[src/sv/vcc_pkg.sv]
`timescale 1ns / 1ps

package vcc_pkg;

    // Field and register widths
    localparam int FUNC_W   = 2;
    localparam int SEL_W    = 2;
    localparam int CENT_W   = 16;
    localparam int VALUE_W  = 8;
    localparam int STOCK_W  = 8;
    localparam int STATUS_W = 2;
    localparam int CFG_IDX_W = 3;
    localparam int CFG_DATA_W = CENT_W;

    // Divider step counter: one quotient bit per step
    localparam int DIV_STEPS = CENT_W;
    localparam int DIV_CNT_W = $clog2(DIV_STEPS);

    // Parameter defaults and register-backed limits
    localparam int NUM_DRINKS_DEF = 4;
    localparam int NUM_COINS_DEF  = 3;
    localparam int PRICE_REGS     = 4;
    localparam int VALUE_REGS     = 3;

    localparam logic [CENT_W-1:0]  DOLLAR_CENTS  = 16'd100;
    localparam logic [CENT_W-1:0]  CENT_MAX      = 16'hFFFF;
    localparam logic [STOCK_W-1:0] STOCK_MAX     = 8'hFF;
    localparam logic [STOCK_W-1:0] DRINK_STOCK_INIT = 8'd5;

    localparam logic [CENT_W-1:0]  PRICE_INIT_0 = 16'd75;
    localparam logic [CENT_W-1:0]  PRICE_INIT_1 = 16'd75;
    localparam logic [CENT_W-1:0]  PRICE_INIT_2 = 16'd80;
    localparam logic [CENT_W-1:0]  PRICE_INIT_3 = 16'd80;
    localparam logic [VALUE_W-1:0] VALUE_INIT_0 = 8'd25;
    localparam logic [VALUE_W-1:0] VALUE_INIT_1 = 8'd10;
    localparam logic [VALUE_W-1:0] VALUE_INIT_2 = 8'd5;

    // Function codes
    localparam logic [FUNC_W-1:0] FUNC_COIN   = 2'd0;
    localparam logic [FUNC_W-1:0] FUNC_DOLLAR = 2'd1;
    localparam logic [FUNC_W-1:0] FUNC_SELECT = 2'd2;
    localparam logic [FUNC_W-1:0] FUNC_RETURN = 2'd3;

    // Result status codes
    localparam logic [STATUS_W-1:0] STAT_CREDIT = 2'd0;
    localparam logic [STATUS_W-1:0] STAT_VEND   = 2'd1;
    localparam logic [STATUS_W-1:0] STAT_REFUSE = 2'd2;
    localparam logic [STATUS_W-1:0] STAT_CHANGE = 2'd3;

    // Configuration register indexes
    localparam logic [CFG_IDX_W-1:0] REG_PRICE_0 = 3'd0;
    localparam logic [CFG_IDX_W-1:0] REG_PRICE_1 = 3'd1;
    localparam logic [CFG_IDX_W-1:0] REG_PRICE_2 = 3'd2;
    localparam logic [CFG_IDX_W-1:0] REG_PRICE_3 = 3'd3;
    localparam logic [CFG_IDX_W-1:0] REG_VALUE_0 = 3'd4;
    localparam logic [CFG_IDX_W-1:0] REG_VALUE_1 = 3'd5;
    localparam logic [CFG_IDX_W-1:0] REG_VALUE_2 = 3'd6;

    typedef struct packed {
        logic               done;
        logic [CENT_W-1:0]  quotient;
        logic [VALUE_W-1:0] remainder;
    } div_result_t;

    function automatic logic [STOCK_W-1:0] coin_stock_init(input int idx);
        logic [STOCK_W-1:0] v;
        case (idx)
            0:       v = 8'd5;
            1:       v = 8'd5;
            2:       v = 8'd10;
            default: v = 8'd0;
        endcase
        return v;
    endfunction

endpackage

[src/sv/vending_change_controller_unit.sv]
`timescale 1ns / 1ps

// Vending controller with greedy change. Raise start while busy is low to hand
// in a transaction (func, drink_sel, coin_sel); it is taken at the rising edge
// where both hold. Coin insert, dollar insert and drink select each pass
// through ST_EXEC, which keeps busy high, and then put one result on the
// output ports from the result registers. Coin return first loads the balance
// (ST_RET_LOAD), then gives one change entry per coin type, in coin index
// order. Each entry divides the remaining balance by the coin value in the
// shared 16-step bit-serial divider: ST_DIV_GO starts the divider, ST_DIV_WAIT
// waits for its 16 steps and the done flag, and ST_FIX forms the entry; busy
// stays high throughout. Results appear on the output ports for exactly one
// cycle, marked by strobe; the receiver cannot stall them, so it must capture
// every strobed cycle. The last output is high on the final result of a
// transaction. Busy is already low in the cycle that carries that result, so
// the next transaction can be taken at the edge that ends it. Prices and coin
// values are written through cfg_we / cfg_index / cfg_data; the user must do
// so only while busy is low, as the block does not enforce it; index 7 is
// ignored.
module vending_change_controller_unit
#(
    parameter int NUM_DRINKS = vcc_pkg::NUM_DRINKS_DEF,
    parameter int NUM_COINS  = vcc_pkg::NUM_COINS_DEF
)
(
    input  logic                              clk,
    input  logic                              rst_n,
    input  logic                              start,
    output logic                              busy,
    input  logic [vcc_pkg::FUNC_W-1:0]        func,
    input  logic [vcc_pkg::SEL_W-1:0]         drink_sel,
    input  logic [vcc_pkg::SEL_W-1:0]         coin_sel,
    input  logic                              cfg_we,
    input  logic [vcc_pkg::CFG_IDX_W-1:0]     cfg_index,
    input  logic [vcc_pkg::CFG_DATA_W-1:0]    cfg_data,
    output logic                              strobe,
    output logic [vcc_pkg::STATUS_W-1:0]      status,
    output logic [vcc_pkg::CENT_W-1:0]        credit,
    output logic [vcc_pkg::SEL_W-1:0]         drink_index,
    output logic [vcc_pkg::SEL_W-1:0]         coin_index,
    output logic [vcc_pkg::STOCK_W-1:0]       coin_count,
    output logic [vcc_pkg::CENT_W-1:0]        leftover,
    output logic                              last
);

    // Only slots and coin types that have a price or value register exist
    localparam int DRINK_SLOTS = (NUM_DRINKS < vcc_pkg::PRICE_REGS) ?
                                 NUM_DRINKS : vcc_pkg::PRICE_REGS;
    localparam int COIN_TYPES  = (NUM_COINS < vcc_pkg::VALUE_REGS) ?
                                 NUM_COINS : vcc_pkg::VALUE_REGS;

    typedef enum logic [2:0]
    {
        ST_IDLE,
        ST_EXEC,
        ST_RET_LOAD,
        ST_DIV_GO,
        ST_DIV_WAIT,
        ST_FIX
    } state_t;

    state_t                            state_reg, state_next;

    logic [vcc_pkg::CENT_W-1:0]        price_reg [vcc_pkg::PRICE_REGS];
    logic [vcc_pkg::VALUE_W-1:0]       value_reg [vcc_pkg::VALUE_REGS];
    logic [vcc_pkg::CENT_W-1:0]        balance_reg, balance_next;
    logic [vcc_pkg::STOCK_W-1:0]       drink_stock_reg [DRINK_SLOTS];
    logic [vcc_pkg::STOCK_W-1:0]       drink_stock_next [DRINK_SLOTS];
    logic [vcc_pkg::STOCK_W-1:0]       coin_stock_reg [COIN_TYPES];
    logic [vcc_pkg::STOCK_W-1:0]       coin_stock_next [COIN_TYPES];

    // Latched transaction
    logic [vcc_pkg::FUNC_W-1:0]        func_reg, func_next;
    logic [vcc_pkg::SEL_W-1:0]         dsel_reg, dsel_next;
    logic [vcc_pkg::SEL_W-1:0]         csel_reg, csel_next;

    // Change sequencer
    logic [vcc_pkg::SEL_W-1:0]         coin_k_reg, coin_k_next;
    logic [vcc_pkg::CENT_W-1:0]        rest_reg, rest_next;
    logic [vcc_pkg::CENT_W-1:0]        prod_reg, prod_next;

    // Registered result
    logic                              strobe_reg, strobe_next;
    logic [vcc_pkg::STATUS_W-1:0]      status_reg, status_next;
    logic [vcc_pkg::CENT_W-1:0]        credit_reg, credit_next;
    logic [vcc_pkg::SEL_W-1:0]         drink_idx_reg, drink_idx_next;
    logic [vcc_pkg::SEL_W-1:0]         coin_idx_reg, coin_idx_next;
    logic [vcc_pkg::STOCK_W-1:0]       count_reg, count_next;
    logic [vcc_pkg::CENT_W-1:0]        left_reg, left_next;
    logic                              last_reg, last_next;

    // Selected operands
    logic [vcc_pkg::STOCK_W-1:0]       dstock_sel;
    logic [vcc_pkg::STOCK_W-1:0]       cstock_in_sel;
    logic [vcc_pkg::STOCK_W-1:0]       cstock_k_sel;
    logic [vcc_pkg::VALUE_W-1:0]       value_k;
    logic [vcc_pkg::CENT_W:0]          credit_sum;
    logic [vcc_pkg::CENT_W-1:0]        credit_add;
    logic                              drink_known;
    logic                              coin_known;
    logic                              vend_ok;
    logic                              over_stock;
    logic                              last_coin;
    logic                              div_go;
    vcc_pkg::div_result_t              div_res;

    vcc_divider u_div
    (
        .clk      (clk),
        .rst_n    (rst_n),
        .go       (div_go),
        .dividend (rest_reg),
        .divisor  (value_k),
        .res      (div_res)
    );

    assign div_go = (state_reg == ST_DIV_GO);

    // Stock selection by latched indexes
    always_comb
    begin
        dstock_sel    = '0;
        cstock_in_sel = '0;
        cstock_k_sel  = '0;
        for (int i = 0; i < DRINK_SLOTS; i++)
        begin
            if (vcc_pkg::SEL_W'(i) == dsel_reg)
            begin
                dstock_sel = drink_stock_reg[i];
            end
        end
        for (int i = 0; i < COIN_TYPES; i++)
        begin
            if (vcc_pkg::SEL_W'(i) == csel_reg)
            begin
                cstock_in_sel = coin_stock_reg[i];
            end
            if (vcc_pkg::SEL_W'(i) == coin_k_reg)
            begin
                cstock_k_sel = coin_stock_reg[i];
            end
        end
    end

    assign drink_known = ({1'b0, dsel_reg} < (vcc_pkg::SEL_W+1)'(DRINK_SLOTS));
    assign coin_known  = ({1'b0, csel_reg} < (vcc_pkg::SEL_W+1)'(COIN_TYPES));
    assign value_k     = (coin_k_reg < vcc_pkg::SEL_W'(vcc_pkg::VALUE_REGS)) ?
                         value_reg[coin_k_reg] : '0;
    assign vend_ok     = drink_known && (dstock_sel != '0) &&
                         (balance_reg >= price_reg[dsel_reg]);
    assign last_coin   = (coin_k_reg == vcc_pkg::SEL_W'(COIN_TYPES - 1));
    assign over_stock  = (div_res.quotient > {8'd0, cstock_k_sel});

    // Credit to add: dollar, or the inserted coin's value (unknown coin adds 0)
    always_comb
    begin
        credit_add = '0;
        if (func_reg == vcc_pkg::FUNC_DOLLAR)
        begin
            credit_add = vcc_pkg::DOLLAR_CENTS;
        end
        else if (coin_known && (csel_reg < vcc_pkg::SEL_W'(vcc_pkg::VALUE_REGS)))
        begin
            credit_add = {8'd0, value_reg[csel_reg]};
        end
    end

    assign credit_sum = {1'b0, balance_reg} + {1'b0, credit_add};

    always_comb
    begin
        state_next     = state_reg;
        balance_next   = balance_reg;
        func_next      = func_reg;
        dsel_next      = dsel_reg;
        csel_next      = csel_reg;
        coin_k_next    = coin_k_reg;
        rest_next      = rest_reg;
        prod_next      = prod_reg;
        strobe_next    = 1'b0;
        status_next    = status_reg;
        credit_next    = credit_reg;
        drink_idx_next = drink_idx_reg;
        coin_idx_next  = coin_idx_reg;
        count_next     = count_reg;
        left_next      = left_reg;
        last_next      = last_reg;
        for (int i = 0; i < DRINK_SLOTS; i++)
        begin
            drink_stock_next[i] = drink_stock_reg[i];
        end
        for (int i = 0; i < COIN_TYPES; i++)
        begin
            coin_stock_next[i] = coin_stock_reg[i];
        end

        case (state_reg)
            ST_IDLE:
            begin
                // Take the transaction
                if (start)
                begin
                    func_next = func;
                    dsel_next = drink_sel;
                    csel_next = coin_sel;
                    if (func == vcc_pkg::FUNC_RETURN)
                    begin
                        state_next = ST_RET_LOAD;
                    end
                    else
                    begin
                        state_next = ST_EXEC;
                    end
                end
            end

            ST_EXEC:
            begin
                // Single-result events: credit or purchase
                strobe_next    = 1'b1;
                drink_idx_next = '0;
                coin_idx_next  = '0;
                count_next     = '0;
                left_next      = '0;
                last_next      = 1'b1;
                status_next    = vcc_pkg::STAT_CREDIT;
                if (func_reg == vcc_pkg::FUNC_SELECT)
                begin
                    drink_idx_next = dsel_reg;
                    if (vend_ok)
                    begin
                        status_next  = vcc_pkg::STAT_VEND;
                        balance_next = balance_reg - price_reg[dsel_reg];
                        for (int i = 0; i < DRINK_SLOTS; i++)
                        begin
                            if (vcc_pkg::SEL_W'(i) == dsel_reg)
                            begin
                                drink_stock_next[i] = drink_stock_reg[i] - 1'b1;
                            end
                        end
                    end
                    else
                    begin
                        status_next = vcc_pkg::STAT_REFUSE;
                    end
                    credit_next = vend_ok ? (balance_reg - price_reg[dsel_reg]) :
                                            balance_reg;
                end
                else
                begin
                    // Coin or dollar insert; saturate the balance
                    if (func_reg == vcc_pkg::FUNC_COIN && !coin_known)
                    begin
                        balance_next = balance_reg;
                    end
                    else
                    begin
                        balance_next = credit_sum[vcc_pkg::CENT_W] ?
                                       vcc_pkg::CENT_MAX :
                                       credit_sum[vcc_pkg::CENT_W-1:0];
                    end
                    if (func_reg == vcc_pkg::FUNC_COIN && coin_known &&
                        cstock_in_sel != vcc_pkg::STOCK_MAX)
                    begin
                        for (int i = 0; i < COIN_TYPES; i++)
                        begin
                            if (vcc_pkg::SEL_W'(i) == csel_reg)
                            begin
                                coin_stock_next[i] = coin_stock_reg[i] + 1'b1;
                            end
                        end
                    end
                    credit_next = balance_next;
                end
                state_next = ST_IDLE;
            end

            ST_RET_LOAD:
            begin
                // Move the balance into the change accumulator
                rest_next    = balance_reg;
                balance_next = '0;
                coin_k_next  = '0;
                state_next   = ST_DIV_GO;
            end

            ST_DIV_GO:
            begin
                // Divider starts this cycle; form the stock-limited payout
                prod_next  = {8'd0, cstock_k_sel} * {8'd0, value_k};
                state_next = ST_DIV_WAIT;
            end

            ST_DIV_WAIT:
            begin
                if (div_res.done)
                begin
                    state_next = ST_FIX;
                end
            end

            ST_FIX:
            begin
                strobe_next    = 1'b1;
                status_next    = vcc_pkg::STAT_CHANGE;
                credit_next    = '0;
                drink_idx_next = '0;
                coin_idx_next  = coin_k_reg;
                last_next      = last_coin;
                if (value_k == '0)
                begin
                    count_next = '0;
                    rest_next  = rest_reg;
                end
                else if (over_stock)
                begin
                    count_next = cstock_k_sel;
                    rest_next  = rest_reg - prod_reg;
                end
                else
                begin
                    count_next = div_res.quotient[vcc_pkg::STOCK_W-1:0];
                    rest_next  = {8'd0, div_res.remainder};
                end
                left_next = rest_next;
                for (int i = 0; i < COIN_TYPES; i++)
                begin
                    if (vcc_pkg::SEL_W'(i) == coin_k_reg)
                    begin
                        coin_stock_next[i] = coin_stock_reg[i] - count_next;
                    end
                end
                if (last_coin)
                begin
                    state_next = ST_IDLE;
                end
                else
                begin
                    coin_k_next = coin_k_reg + 1'b1;
                    state_next  = ST_DIV_GO;
                end
            end

            default:
            begin
                state_next = ST_IDLE;
            end
        endcase
    end

    always_ff @(posedge clk or negedge rst_n)
    begin
        if (!rst_n)
        begin
            state_reg     <= ST_IDLE;
            strobe_reg    <= 1'b0;
            balance_reg   <= '0;
            func_reg      <= vcc_pkg::FUNC_COIN;
            dsel_reg      <= '0;
            csel_reg      <= '0;
            coin_k_reg    <= '0;
            rest_reg      <= '0;
            prod_reg      <= '0;
            status_reg    <= vcc_pkg::STAT_CREDIT;
            credit_reg    <= '0;
            drink_idx_reg <= '0;
            coin_idx_reg  <= '0;
            count_reg     <= '0;
            left_reg      <= '0;
            last_reg      <= 1'b0;
            price_reg[0]  <= vcc_pkg::PRICE_INIT_0;
            price_reg[1]  <= vcc_pkg::PRICE_INIT_1;
            price_reg[2]  <= vcc_pkg::PRICE_INIT_2;
            price_reg[3]  <= vcc_pkg::PRICE_INIT_3;
            value_reg[0]  <= vcc_pkg::VALUE_INIT_0;
            value_reg[1]  <= vcc_pkg::VALUE_INIT_1;
            value_reg[2]  <= vcc_pkg::VALUE_INIT_2;
            for (int i = 0; i < DRINK_SLOTS; i++)
            begin
                drink_stock_reg[i] <= vcc_pkg::DRINK_STOCK_INIT;
            end
            for (int i = 0; i < COIN_TYPES; i++)
            begin
                coin_stock_reg[i] <= vcc_pkg::coin_stock_init(i);
            end
        end
        else
        begin
            state_reg     <= state_next;
            strobe_reg    <= strobe_next;
            balance_reg   <= balance_next;
            func_reg      <= func_next;
            dsel_reg      <= dsel_next;
            csel_reg      <= csel_next;
            coin_k_reg    <= coin_k_next;
            rest_reg      <= rest_next;
            prod_reg      <= prod_next;
            status_reg    <= status_next;
            credit_reg    <= credit_next;
            drink_idx_reg <= drink_idx_next;
            coin_idx_reg  <= coin_idx_next;
            count_reg     <= count_next;
            left_reg      <= left_next;
            last_reg      <= last_next;
            for (int i = 0; i < DRINK_SLOTS; i++)
            begin
                drink_stock_reg[i] <= drink_stock_next[i];
            end
            for (int i = 0; i < COIN_TYPES; i++)
            begin
                coin_stock_reg[i] <= coin_stock_next[i];
            end
            // Configuration writes; unlisted index is dropped
            if (cfg_we)
            begin
                case (cfg_index)
                    vcc_pkg::REG_PRICE_0: price_reg[0] <= cfg_data;
                    vcc_pkg::REG_PRICE_1: price_reg[1] <= cfg_data;
                    vcc_pkg::REG_PRICE_2: price_reg[2] <= cfg_data;
                    vcc_pkg::REG_PRICE_3: price_reg[3] <= cfg_data;
                    vcc_pkg::REG_VALUE_0: value_reg[0] <= cfg_data[vcc_pkg::VALUE_W-1:0];
                    vcc_pkg::REG_VALUE_1: value_reg[1] <= cfg_data[vcc_pkg::VALUE_W-1:0];
                    vcc_pkg::REG_VALUE_2: value_reg[2] <= cfg_data[vcc_pkg::VALUE_W-1:0];
                    default:
                    begin
                    end
                endcase
            end
        end
    end

    assign busy        = (state_reg != ST_IDLE);
    assign strobe      = strobe_reg;
    assign status      = status_reg;
    assign credit      = credit_reg;
    assign drink_index = drink_idx_reg;
    assign coin_index  = coin_idx_reg;
    assign coin_count  = count_reg;
    assign leftover    = left_reg;
    assign last        = last_reg;

endmodule

[src/sv/vcc_divider.sv]
`timescale 1ns / 1ps

// Restoring divider: one quotient bit per cycle, MSB first.
module vcc_divider
(
    input  logic                          clk,
    input  logic                          rst_n,
    input  logic                          go,
    input  logic [vcc_pkg::CENT_W-1:0]    dividend,
    input  logic [vcc_pkg::VALUE_W-1:0]   divisor,
    output vcc_pkg::div_result_t          res
);

    logic                              run_reg;
    logic                              done_reg;
    logic [vcc_pkg::DIV_CNT_W-1:0]     cnt_reg;
    logic [vcc_pkg::CENT_W-1:0]        quo_reg;
    logic [vcc_pkg::VALUE_W-1:0]       rem_reg;
    logic [vcc_pkg::VALUE_W-1:0]       dvs_reg;

    logic [vcc_pkg::VALUE_W:0]         trial;
    logic                              qbit;
    logic [vcc_pkg::VALUE_W-1:0]       rem_next;

    assign trial = {rem_reg, quo_reg[vcc_pkg::CENT_W-1]};
    assign qbit  = (trial >= {1'b0, dvs_reg});

    always_comb
    begin
        if (qbit)
        begin
            rem_next = vcc_pkg::VALUE_W'(trial - {1'b0, dvs_reg});
        end
        else
        begin
            rem_next = trial[vcc_pkg::VALUE_W-1:0];
        end
    end

    always_ff @(posedge clk or negedge rst_n)
    begin
        if (!rst_n)
        begin
            run_reg  <= 1'b0;
            done_reg <= 1'b0;
            cnt_reg  <= '0;
        end
        else
        begin
            done_reg <= 1'b0;
            if (go)
            begin
                run_reg <= 1'b1;
                cnt_reg <= '0;
            end
            else if (run_reg)
            begin
                cnt_reg <= cnt_reg + 1'b1;
                if (cnt_reg == vcc_pkg::DIV_CNT_W'(vcc_pkg::DIV_STEPS - 1))
                begin
                    run_reg  <= 1'b0;
                    done_reg <= 1'b1;
                end
            end
        end
    end

    // Datapath: load on go, shift one bit per step
    always_ff @(posedge clk)
    begin
        if (go)
        begin
            quo_reg <= dividend;
            rem_reg <= '0;
            dvs_reg <= divisor;
        end
        else if (run_reg)
        begin
            quo_reg <= {quo_reg[vcc_pkg::CENT_W-2:0], qbit};
            rem_reg <= rem_next;
        end
    end

    assign res.done      = done_reg;
    assign res.quotient  = quo_reg;
    assign res.remainder = rem_reg;

endmodule

[config.mk]
export PLATFORM = sky130hd
export DESIGN_NAME = vending_change_controller_unit
export DESIGN_NICKNAME = d
export VERILOG_FILES = /design/src/sv/vcc_pkg.sv /design/src/sv/vending_change_controller_unit.sv /design/src/sv/vcc_divider.sv
export SDC_FILE = /design/constraint.sdc
export NUM_CORES = 1
export LEC_CHECK = 0
export ABC_CLOCK_PERIOD_IN_PS = 5810
export BUFFER_PORTS_ARGS = -buffer_cell sky130_fd_sc_hd__clkbuf_2
export CORE_MARGIN = 2
export CORE_UTILIZATION = 45
export CTS_CLUSTER_SIZE = 24
export DETAILED_ROUTE_END_ITERATION = 10
export SYNTH_ARGS = -nofsm -noshare
export SYNTH_HDL_FRONTEND = slang
export SYNTH_SLANG_ARGS = --single-unit
[constraint.sdc]
create_clock -name clk -period 5.81 [get_ports clk]
set_clock_uncertainty 0.15 [all_clocks]
set_input_delay 1.162 -clock clk [delete_from_list [all_inputs] [get_ports clk]]
set_output_delay 1.162 -clock clk [all_outputs]
set_load 0.02 [all_outputs]
* Word-level counts from Yosys, hierarchy flattened
Index checks and enable logic that the tools add are counted.
** Cells by class
- Add/sub/neg operators :: 16
- Multipliers :: 1
- Divide/modulo/power cells :: 0
- Magnitude comparators :: 9
- Equal/unequal tests :: 35
- Shifts and indexed selects :: 0
- Mux-type cells :: 71
- Bitwise gates (word level) :: 3
- Reduce and logical (&&, ||, !) cells :: 37
** Operators with widths (count)
- $mux W8 :: 27
- $mux W16 :: 10
- $pmux W16 S2 :: 4
- $mux W24 :: 2
- $pmux W24 S2 :: 1
- $bmux W16 S2 :: 1
- $bmux W8 S2 :: 2
- $sub A16 B16 Y16 :: 2
- $sub A8 B1 Y8 const B :: 4
- $sub A8 B8 Y8 :: 4
- $add A8 B1 Y8 const B :: 3
- $ne A2 B2 Y1 const B :: 10
- $reduce_and A2 Y1 :: 10
- $add A16 B16 Y17 :: 1
- $ge A16 B16 Y1 :: 1
- $gt A16 B8 Y1 :: 1
- $mul A8 B8 Y16 :: 1
- $pmux W2 S2 :: 4
- $pmux W8 S2 :: 1
- $reduce_and A4 Y1 :: 4
- $eq A3 B3 Y1 const B :: 5
- $pmux W3 S5 :: 1
- $reduce_and A5 Y1 :: 3
- $eq A3 B2 Y1 const B :: 4
- 28 further kinds :: 66
** Storage, ports and cells
- Register bits :: 289
- Latch bits :: 0
- Bits in writable memories :: 0
- Memory bits (read-only) :: 0
- Bits of input ports :: 29
- Logic and storage cells :: 208
- Memories kept :: 0

* Longest topological paths before layout
Gate-level depths: netlist of run 1.
- Word-level depth :: 11
- Depth in mapped cells :: 29
- Gate-level depth less buffers :: 25

* Hierarchy
From an unflattened synthesis of run 1, not the netlist that was laid out.
** Unflattened totals
- Cell total of the unflattened synthesis :: 1902
- Area total of the unflattened synthesis :: 18805.5 um^2
** Modules (own cells, without submodules)
- vending_change_controller_unit :: instances 1, cells an instance 1730, area an instance 16772.3 um^2, seq. area each 6322.3 um^2
- vcc_divider :: instances 1, cells an instance 172, area an instance 2033.2 um^2, seq. area each 1031.0 um^2

* Worst setup path after synthesis of run 1
OpenSTA, ideal clock, no wires.
- Kind :: reg2reg
- Start :: register coin_k_reg[1] in the netlist's numbering
- End :: register prod_reg[14] in the netlist's numbering
- Library setup time :: 136 ps
- Arrival time :: 5877 ps
- Data required time :: 5524 ps
- Setup slack :: -353 ps
- Cell stages (with the launch flop) :: 28
- Path buffers :: 3
- Period minus slack after synthesis :: 6163 ps
- Path through :: dfrtp_1 > buf_4 > clkinv_1 > ha_1 > clkbuf_1 > clkbuf_1 > nor2_1 > a21oi_1 > nor2_1 > a21oi_1 > inv_1 > nand2_1 > fa_1 > fa_1 > inv_1 > fa_1 > inv_1 > fa_1 > inv_1 > ha_1 > or3_1 > a311o_1 > a31oi_1 > nor2b_1 > o21ai_0 > a21oi_1 > xnor2_1 > o21ai_0
** Between the ends
- Word-level cells in the longest chain between the ends :: 6
- Elaborated cells between the ends (all ways) :: 13
- Classes of those cells :: mul (1); order compare (1); eq/ne (2); mux (7); bitwise (1); reduce/logical (1)
** RTL lines
- start, declared :: RTL line vending_change_controller_unit.sv:78 : logic [vcc_pkg::SEL_W-1:0] coin_k_reg, coin_k_next;
- start signal, assigned :: RTL line vending_change_controller_unit.sv:395 : coin_k_reg <= coin_k_next;
- $not A2 Y3 (implied by the code) :: RTL line vending_change_controller_unit.sv:148 : value_reg[coin_k_reg] : '0;
- $bmux W8 S2 :: RTL line vending_change_controller_unit.sv:148
- $mux W8 (implied by the code) (2 in series) :: RTL line vending_change_controller_unit.sv:148
- $mux W8 :: RTL line vending_change_controller_unit.sv:147 : assign value_k = (coin_k_reg < vcc_pkg::SEL_W'(vcc_pkg::VALUE_REGS)) ?
- $mul A8 B8 Y16 * :: RTL line vending_change_controller_unit.sv:290 : prod_next = {8'd0, cstock_k_sel} * {8'd0, value_k};
- end signal, assigned :: RTL line vending_change_controller_unit.sv:397 : prod_reg <= prod_next;
- end, declared :: RTL line vending_change_controller_unit.sv:80 : logic [vcc_pkg::CENT_W-1:0] prod_reg, prod_next;
Mark *: on every way between the ends. The rest lies on a longest branch, timed or not. The select of a mux whose other input is x is not followed.
A chain may end at the register's enable or synchronous reset.

* Worst setup path after layout of run 1
- Start :: register coin_k_reg[0] in the netlist's numbering
- End :: register prod_reg[12] in the netlist's numbering
** Between the ends
- Word-level cells in the longest chain between the ends :: 6
- Elaborated cells between the ends (all ways) :: 13
- Classes of those cells :: mul (1); order compare (1); eq/ne (2); mux (7); bitwise (1); reduce/logical (1)
** RTL lines
- $not A2 Y3 (implied by the code) :: RTL line vending_change_controller_unit.sv:148
- $bmux W8 S2 :: RTL line vending_change_controller_unit.sv:148
- $mux W8 (implied by the code) (2 in series) :: RTL line vending_change_controller_unit.sv:148
- $mux W8 * :: RTL line vending_change_controller_unit.sv:147
- named net u_div.divisor (one bit) :: RTL line vcc_divider.sv:10 : input logic [vcc_pkg::VALUE_W-1:0] divisor,
- $mul A8 B8 Y16 * :: RTL line vending_change_controller_unit.sv:290
The timed path passes the listed nets; every way through them passes the cells marked *. The select of a mux whose other input is x is not followed.

==> results.yml, run 1 <==
outcome:
  status: "finished, final reports clean"
min_path:
  worstHoldStart: "drink_stock_reg[5]$_DFFE_PN0P_"
  holdPathStages: 1
  hold_end: "drink_stock_reg[5]$_DFFE_PN0P_"
  hp-class: "flop to flop"
drt:
  drc: 0
  drtIter0Drc: 880
  wirelength_um: 50300
  ant_nets: 0
  wl_per_cell_um: 19.5
  viasPerCell: 5.62
  vias: 14500
  drtPass1Iterations: 5
critical_path:
  r2r-end: "prod_reg[12]$_DFFE_PN0P_"
  crit_required_ns: 6.04
  cp_slowest_cell: "fa_1"
  cp_num_cells: 22
  path_cells: "buf_4 -> buf_4 -> ha_4 -> a21o_4 -> inv_1 -> nand2b_1 -> fa_1 -> fa_1 -> inv_2 -> fa_1 -> inv_2 -> fa_1 -> inv_1 -> ha_2 -> or3_4 -> a311o_1 -> a31oi_2 -> nor2b_1 -> o21ai_1 -> nand2b_1 -> xnor2_1 -> o21ai_1"
  startpoint_type: "flop"
  reg2reg_slack_ns: 0.24
  timing.critical_path.buf_inv: 6
  crit_family: "adder cells"
  reg2reg_depth: 22
  worst_ep_arrival_time_ns: 5.80
  cp_slowest_stage_delay_ns: 0.55
  crit_top_cell: "fa_1"
  worstSetupEndpointType: "flop"
  cp_max_fo: 11
  crit-reg2reg-launch: "coin_k_reg[0]$_DFFE_PN0P_"
  critPathKind: "flop to flop"
power:
  internal-power_uw: 6980
  seqPwrFrac_pct: 28.7
  clock_power_share_pct: 18.9
  power_frac_comb_pct: 52.4
  p_sw_uw: 5440
  p_sw_share_pct: 43.8
  powerDensity_nw_per_um2: 582
  cellLeakagePower_uw: 0.00986
  vdd_drop_max_mv: 0.328
clocking:
  cts.reportedPaths.clkPinSlew_ns: 0.06
  cts_buffers: 36
  cts-root-buf: "clkbuf_16"
  tritoncts: "built"
  cts.htree.levels: 2
  cts_hold_buf: 0
  clockBufferDepth: 3
  clock_latency_ns: 0.56
  cts_sinks: 289
synth:
  ys_warn_count: 0
  synthCells: 1922
  avgSynthCellArea_sq_um: 9.67
  ys_seq_elements: 289
  netlist_area_sq_um: 18600
  yosysUniqueCellTypes: 79
  synth_edf_count: 24
  synthArstFlopShare_pct: 88.9
  yosysSeqAreaShare_pct: 39.6
  ys.flop_type: "dfrtp_1"
  synth_nets: 2115
global_routing:
  grt-busiest-layer: "met2"
  grt.overflow.total: 0
  use_met3_pct: 3.38
  grt_pass1_wl_um: 81700
  grt_pass1_vias: 15000
  grt_use_total_pct: 23.8
  antenna_found_initial: 0
  grt_use_met2_pct: 40.3
  use_met1_pct: 31.1
  grt_max_degree: 106
finish:
  n_fill_cell: 3732
  syn2layout_area_growth_pct: 14.9
  layout-drive-gt1-share_pct: 20.4
  final_nets: 2221
  antenna_cells: 0
  largest_register_ffs: 64
  postLayoutCoreUtil_pct: 52.3
  final_common_cell: "dfrtp_1"
  layout_common_cells: "dfrtp_1, nand2_1, nor2_1"
sta:
  hold_violations: 0
  maxSlewHeadroom_pct: 26.4
  worst_slew_pin_slew_ns: 1.10
  rsz0062_at_grt: "true"
  final-max-slew-violation-count: 0
  fmax_mhz: 179
  fin_hold_ws_ns: 0.316
  fin_crit_ns: 5.57
  period_share_pct: 95.9
  finalSetupViolCount: 0
floorplanning:
  chipWidth_um: 207
  num_rows: 74
  core-area_sq_um: 40800
  start_util_pct: 45.5
  dieArea_sq_um: 42900
  num_io_pins: 78
  die_y_um: 207
placed_design:
  io_buffers: 77
  dp_hpwl_um: 37300
  place_congestion: 0.925
flow_run:
  max-cap-violations: 0
## stage by stage
step | power, uW | setup slack (ns) | std cells | TNS [ns] | area (sq um)
finish | 12400 | 0.238 | 2588 | 0 | 21300
global route | 13400 | -0.0495 | 2588 | -0.0953 | 21300
CTS | 12300 | 0.00978 | 2576 | 0 | 21100
detailed placement | 9900 | 0.0107 | 2510 | 0 | 19800
global placement | 9800 | 0.0946 | 2510 | 0 | 19800
floorplan | 7910 | 0.0120 | 1922 | 0 | 18600
## timing repair
item | 4_1_cts | 5_1_grt
setup endpoints to repair | 3 | 6
cloned | 0 | 1
pin swaps | 0 | 20
gates resized for setup | 1 | 45
setup buffers | 0 | 11
## Yosys cell counts (all sizes together), types with 8 or more instances
library cell,n,area (sq um)
edfxtp,24,721
a21o,32,240
fa,43,861
o21a,23,173
o211ai,13,97.6
a221oi,8,70.1
a31oi,9,56.3
nor2,174,653
dfstp,33,867
o21ai,130,651
nand4,16,100
xnor2,45,394
a21oi,114,578
ha,121,1510
nand3,30,150
mux4,16,360
dfrtp,224,5610
o31a,11,96.3
nand2,211,795
clkbuf,52,195
or3,14,92.6
buf,24,116
mux2i,26,260
nor3,42,225
xor2,41,359
dfxtp,8,160
nor4,13,118
nor2b,28,175
inv,133,499
nand2b,35,219
a211oi,12,90.1
o31ai,19,148
or2,9,56.3
mux2,102,1150
## worst max path at each step
stage,startpoint,endpoint,slack (ns)
final,coin_k_reg[0]$_DFFE_PN0P_,prod_reg[12]$_DFFE_PN0P_,0.24
after global routing,coin_k_reg[1]$_DFFE_PN0P_,prod_reg[12]$_DFFE_PN0P_,-0.05
after CTS,coin_k_reg[0]$_DFFE_PN0P_,prod_reg[14]$_DFFE_PN0P_,0.01
after detailed placement,coin_k_reg[1]$_DFFE_PN0P_,prod_reg[14]$_DFFE_PN0P_,0.01
after global placement,coin_k_reg[1]$_DFFE_PN0P_,prod_reg[14]$_DFFE_PN0P_,0.09
after floorplan,coin_k_reg[1]$_DFFE_PN0P_,prod_reg[14]$_DFFE_PN0P_,0.01
## layer usage
| layer | share of wire, % | up-vias |
|---|---|---|
| met5 | 0 | - |
| met4 | 3.0 | 0 |
| met3 | 4.3 | 90 |
| met2 | 48 | 303 |
| met1 | 44 | 7179 |
| li1 | - | 6960 |
## cell families (layout without fill, tap and decap cells)
| logic type | Yosys count | count (layout) | share of synthesized area [%] |
|---|---|---|---|
| compound gates | 424 | 424 | 14.4 |
| xor+xnor | 86 | 86 | 4.05 |
| fa+ha+maj | 164 | 164 | 12.8 |
| buf+inv | 212 | 346 | 4.43 |
| flops | 289 | 289 | 39.6 |
| mux | 144 | 144 | 9.52 |
| simple gates | 603 | 603 | 15.2 |
## layout make-up
type | instances | area [sq um] | share of cell area (%)
tap | 532 | 666 | 3.12
multi-input combinational | 1421 | 10600 | 49.7
clock inverter | 16 | 196 | 0.920
inverter | 136 | 514 | 2.41
sequential | 289 | 7350 | 34.5
timing repair buffer | 144 | 960 | 4.50
clock buffer | 50 | 1060 | 4.95
## power by group through the flow
stage                     clock [uW]  combinational (uW)  sequential (uW)
final                           2350                6510             3560
after global routing            2490                7300             3660
after CTS                       2390                6380             3550
after detailed placement           0                6330             3570
after global placement             0                6240             3560
after floorplan                    0                4580             3340
No activity file was read; power rests on OpenSTA's default activity.
==> run 2, diff against run 1 <==
--- a/config.mk
+++ b/config.mk
@@ -5,12 +5,14 @@
 export SDC_FILE = /design/constraint.sdc
 export NUM_CORES = 1
 export LEC_CHECK = 0
-export ABC_CLOCK_PERIOD_IN_PS = 5810
+export ABC_CLOCK_PERIOD_IN_PS = 4500
 export BUFFER_PORTS_ARGS = -buffer_cell sky130_fd_sc_hd__clkbuf_2
 export CORE_MARGIN = 2
 export CORE_UTILIZATION = 45
 export CTS_CLUSTER_SIZE = 24
 export DETAILED_ROUTE_END_ITERATION = 10
+export REMOVE_ABC_BUFFERS = 1
 export SYNTH_ARGS = -nofsm -noshare
 export SYNTH_HDL_FRONTEND = slang
+export SYNTH_HIERARCHICAL = 1
 export SYNTH_SLANG_ARGS = --single-unit
==> constraint.sdc (replaced) <==
create_clock -name clk -period 4.5 [get_ports clk]
set_clock_uncertainty 0.15 [all_clocks]
set_input_delay 0.9 -clock clk [delete_from_list [all_inputs] [get_ports clk]]
set_output_delay 0.9 -clock clk [all_outputs]
set_load 0.02 [all_outputs]
==> run 2 against run 1 <==
  * Global-route usage is 1.2 points higher
  * Via count is 7.7% higher
  * Largest power group unchanged
  * Fmax is 5.7% higher
  * Critical endpoint is now prod_reg[14]$_DFFE_PN0P_
  * Clock power is 27% higher
  * Worst setup slack worse by 1.0 ns
  * The run now ends with setup timing left
  * Sequential cell count stayed put
  * Worst hold slack worse by 0.17 ns
==> results.yml, run 2 <==
outcome:
  status: "finished with violations"
  violations: "setup timing"
power:
  cellLeakagePower_uw: 0.0112
  seqPwrFrac_pct: 21.7
  vdd_drop_max_mv: 0.497
  internal-power_uw: 11500
  power_frac_comb_pct: 63.6
  powerDensity_nw_per_um2: 852
  p_sw_uw: 8900
  p_sw_share_pct: 43.6
  clock_power_share_pct: 14.6
floorplanning:
  core-area_sq_um: 41000
  die_y_um: 208
  chipWidth_um: 208
  num_io_pins: 78
  num_rows: 74
  start_util_pct: 45.8
  dieArea_sq_um: 43400
synth:
  yosysUniqueCellTypes: 93
  synth-simple-area-share_pct: 14.9
  synth_top_family_by_area: "simple AND/OR/NAND/NOR gates"
  synthAdderAreaFrac_pct: 12.6
  ys_top_cells_by_area: "dfrtp_1, ha_1, mux2_2"
  netlist_top_cells_count: "dfrtp_1, nand2_1, nor2_1, inv_1, mux2_2"
  synth_top_cell_area_share_pct: 29.8
  synth_xor_area_share_pct: 3.96
  ys.flop_type: "dfrtp_1"
  yosysMostFrequentCell: "dfrtp_1"
  synthCells: 1902
  synth_edf_count: 24
  yosysSeqAreaShare_pct: 39.1
  netlist_area_sq_um: 18800
  ys_seq_elements: 289
  synth_largest_area_cell: "dfrtp_1"
  synthMuxAreaShare_pct: 10.5
  synth_compound_area_share_pct: 14.6
  synthArstFlopShare_pct: 88.9
  avgSynthCellArea_sq_um: 9.89
  ys_warn_count: 6
sta:
  fin_crit_ns: 5.27
  fmax_mhz: 190
  rsz0062_at_grt: "true"
  maxSlewHeadroom_pct: 32.1
  worst_slew_pin_slew_ns: 1.01
  period_share_pct: 117
  fin_ws_ns: -0.770
  finalSetupViolCount: 29
  final-max-slew-violation-count: 0
  fin_hold_ws_ns: 0.141
  hold_violations: 0
placed_design:
  place_congestion: 0.878
  placed_cell_area_sq_um: 21200
  io_buffers: 77
  dp_hpwl_um: 39400
  dpl_worst_slack_ns: -1.15
  dp.cells: 2647
clocking:
  cts_sinks: 289
  cts_buffers: 35
  cts.htree.levels: 2
  clockBufferDepth: 3
  clock_latency_ns: 0.56
  cts_hold_buf: 0
  tritoncts: "built"
  cts.reportedPaths.clkPinSlew_ns: 0.06
  cts-root-buf: "clkbuf_16"
global_routing:
  grt_max_degree: 86
  antenna_found_initial: 0
  grt.overflow.total: 0
  grt_use_total_pct: 24.9
  grt_pass1_wl_um: 85600
  grt_pass1_vias: 15700
min_path:
  hp-class: "primary input to asynchronous set/reset pin"
critical_path:
  cp_slowest_cell: "fa_1"
  critPathKind: "flop to flop"
  cp_max_fo: 7
  path_cells: "buf_6 -> buf_6 -> ha_4 -> or3_4 -> inv_4 -> buf_6 -> nand2_2 -> fa_1 -> fa_1 -> fa_1 -> fa_1 -> inv_2 -> ha_4 -> or3_1 -> o211a_1 -> a41o_1 -> o41ai_2 -> xnor2_1 -> o21ai_1"
  startpoint_type: "flop"
  r2r-end: "prod_reg[14]$_DFFE_PN0P_"
  crit_top_cell: "fa_1"
  reg2reg_slack_ns: -0.77
  worstSetupEndpointType: "flop"
  crit_required_ns: 4.78
  cp_slowest_stage_delay_ns: 0.53
  timing.critical_path.buf_inv: 5
  crit-reg2reg-launch: "coin_k_reg[1]$_DFFE_PN0P_"
  crit_family: "adder cells"
  worst_ep_arrival_time_ns: 5.55
  reg2reg_depth: 19
drt:
  met3WireLength_um: 2390
  viasPerCell: 5.63
  drtPass1Iterations: 5
  drc: 0
  ant_nets: 0
  dr_wl_met2_um: 26200
  drtIter0Drc: 1082
  drt-met1-wl_um: 24000
  vias: 15700
  top_layer: "met4"
  wl_per_cell_um: 19.4
  wirelength_um: 54000
finish:
  layout-drive-gt1-share_pct: 34.3
  layout_common_cells: "buf_4, dfrtp_1, nand2_1"
  n_fill_cell: 3478
  antenna_cells: 0
  regArea_sq_um: 7350
  final_nets: 2414
  syn2layout_area_growth_pct: 27.3
  postLayoutCoreUtil_pct: 58.4
  fin_area_sq_um: 23900
  final_cells: 2779
  multi_input_area_sq_um: 11500
  final_common_cell: "buf_4"
  largest_register_ffs: 64
flow_run:
  max-cap-violations: 0
run 2: layer usage:
layer	GRT usage (%)	up-vias
met1	33.2	7819
li1	-	7384
met5	0	-
met4	7.10	0
met2	42.4	367
met3	3.70	88
run 2: stage by stage:
step	setup TNS, ns	power, uW
after floorplan	-54.22	11600
after global placement	-16.57	15500
after detailed placement	-19.21	15700
after CTS	-10.61	19700
after global routing	-19.14	22000
final	-13.14	20400
run 2: final cells by class:
type	instances	share of cell area, %
tap	532	2.78
inverter	145	2.32
timing repair buffer	351	11.0
clock inverter	8	0.690
clock buffer	54	4.38
sequential	289	30.7
multi-input combinational	1400	48.2
run 2: how the worst max path moves through the flow:
stage | from | endpoint | slack (ns) | cells past startpoint
2_1_floorplan | coin_k_reg[1]$_DFFE_PN0P_ | coin_stock_reg[23]$_DFFE_PN0P_ | -1.95 | 23
3_3_place_gp | coin_k_reg[1]$_DFFE_PN0P_ | prod_reg[15]$_DFFE_PN0P_ | -1.05 | 21
3_5_place_dp | coin_k_reg[1]$_DFFE_PN0P_ | prod_reg[15]$_DFFE_PN0P_ | -1.15 | 19
4_1_cts | coin_k_reg[1]$_DFFE_PN0P_ | prod_reg[14]$_DFFE_PN0P_ | -0.74 | 24
5_1_grt | coin_k_reg[1]$_DFFE_PN0P_ | prod_reg[14]$_DFFE_PN0P_ | -0.92 | 22
6_report | coin_k_reg[1]$_DFFE_PN0P_ | prod_reg[14]$_DFFE_PN0P_ | -0.77 | 19
run 2: repair_timing:
item | CTS | global route
pin swaps | 68 | 65
resized for setup | 157 | 81
cloned | 1 | 0
setup endpoints to repair | 34 | 49
buffers inserted | 47 | 24
run 2: kinds of logic (layout without fill, tap and decap cells):
group                      Yosys count  count (layout)
xor gates and xnor gates            85              85
buffers and inverters              213             558
adders and majority gates          163             163
DFF                                289             289
and+or+nand+nor                    581             581
muxes                              162             162
AOI/OAI and AO/OA                  409             409
run 2: power by group through the flow:
stage	registers, uW	clock network, uW	logic [uW]
floorplan	4460	0	7100
global placement	4420	0	11100
detailed placement	4440	0	11300
CTS	4430	3060	12200
global route	4550	3150	14300
finish	4440	2990	13000
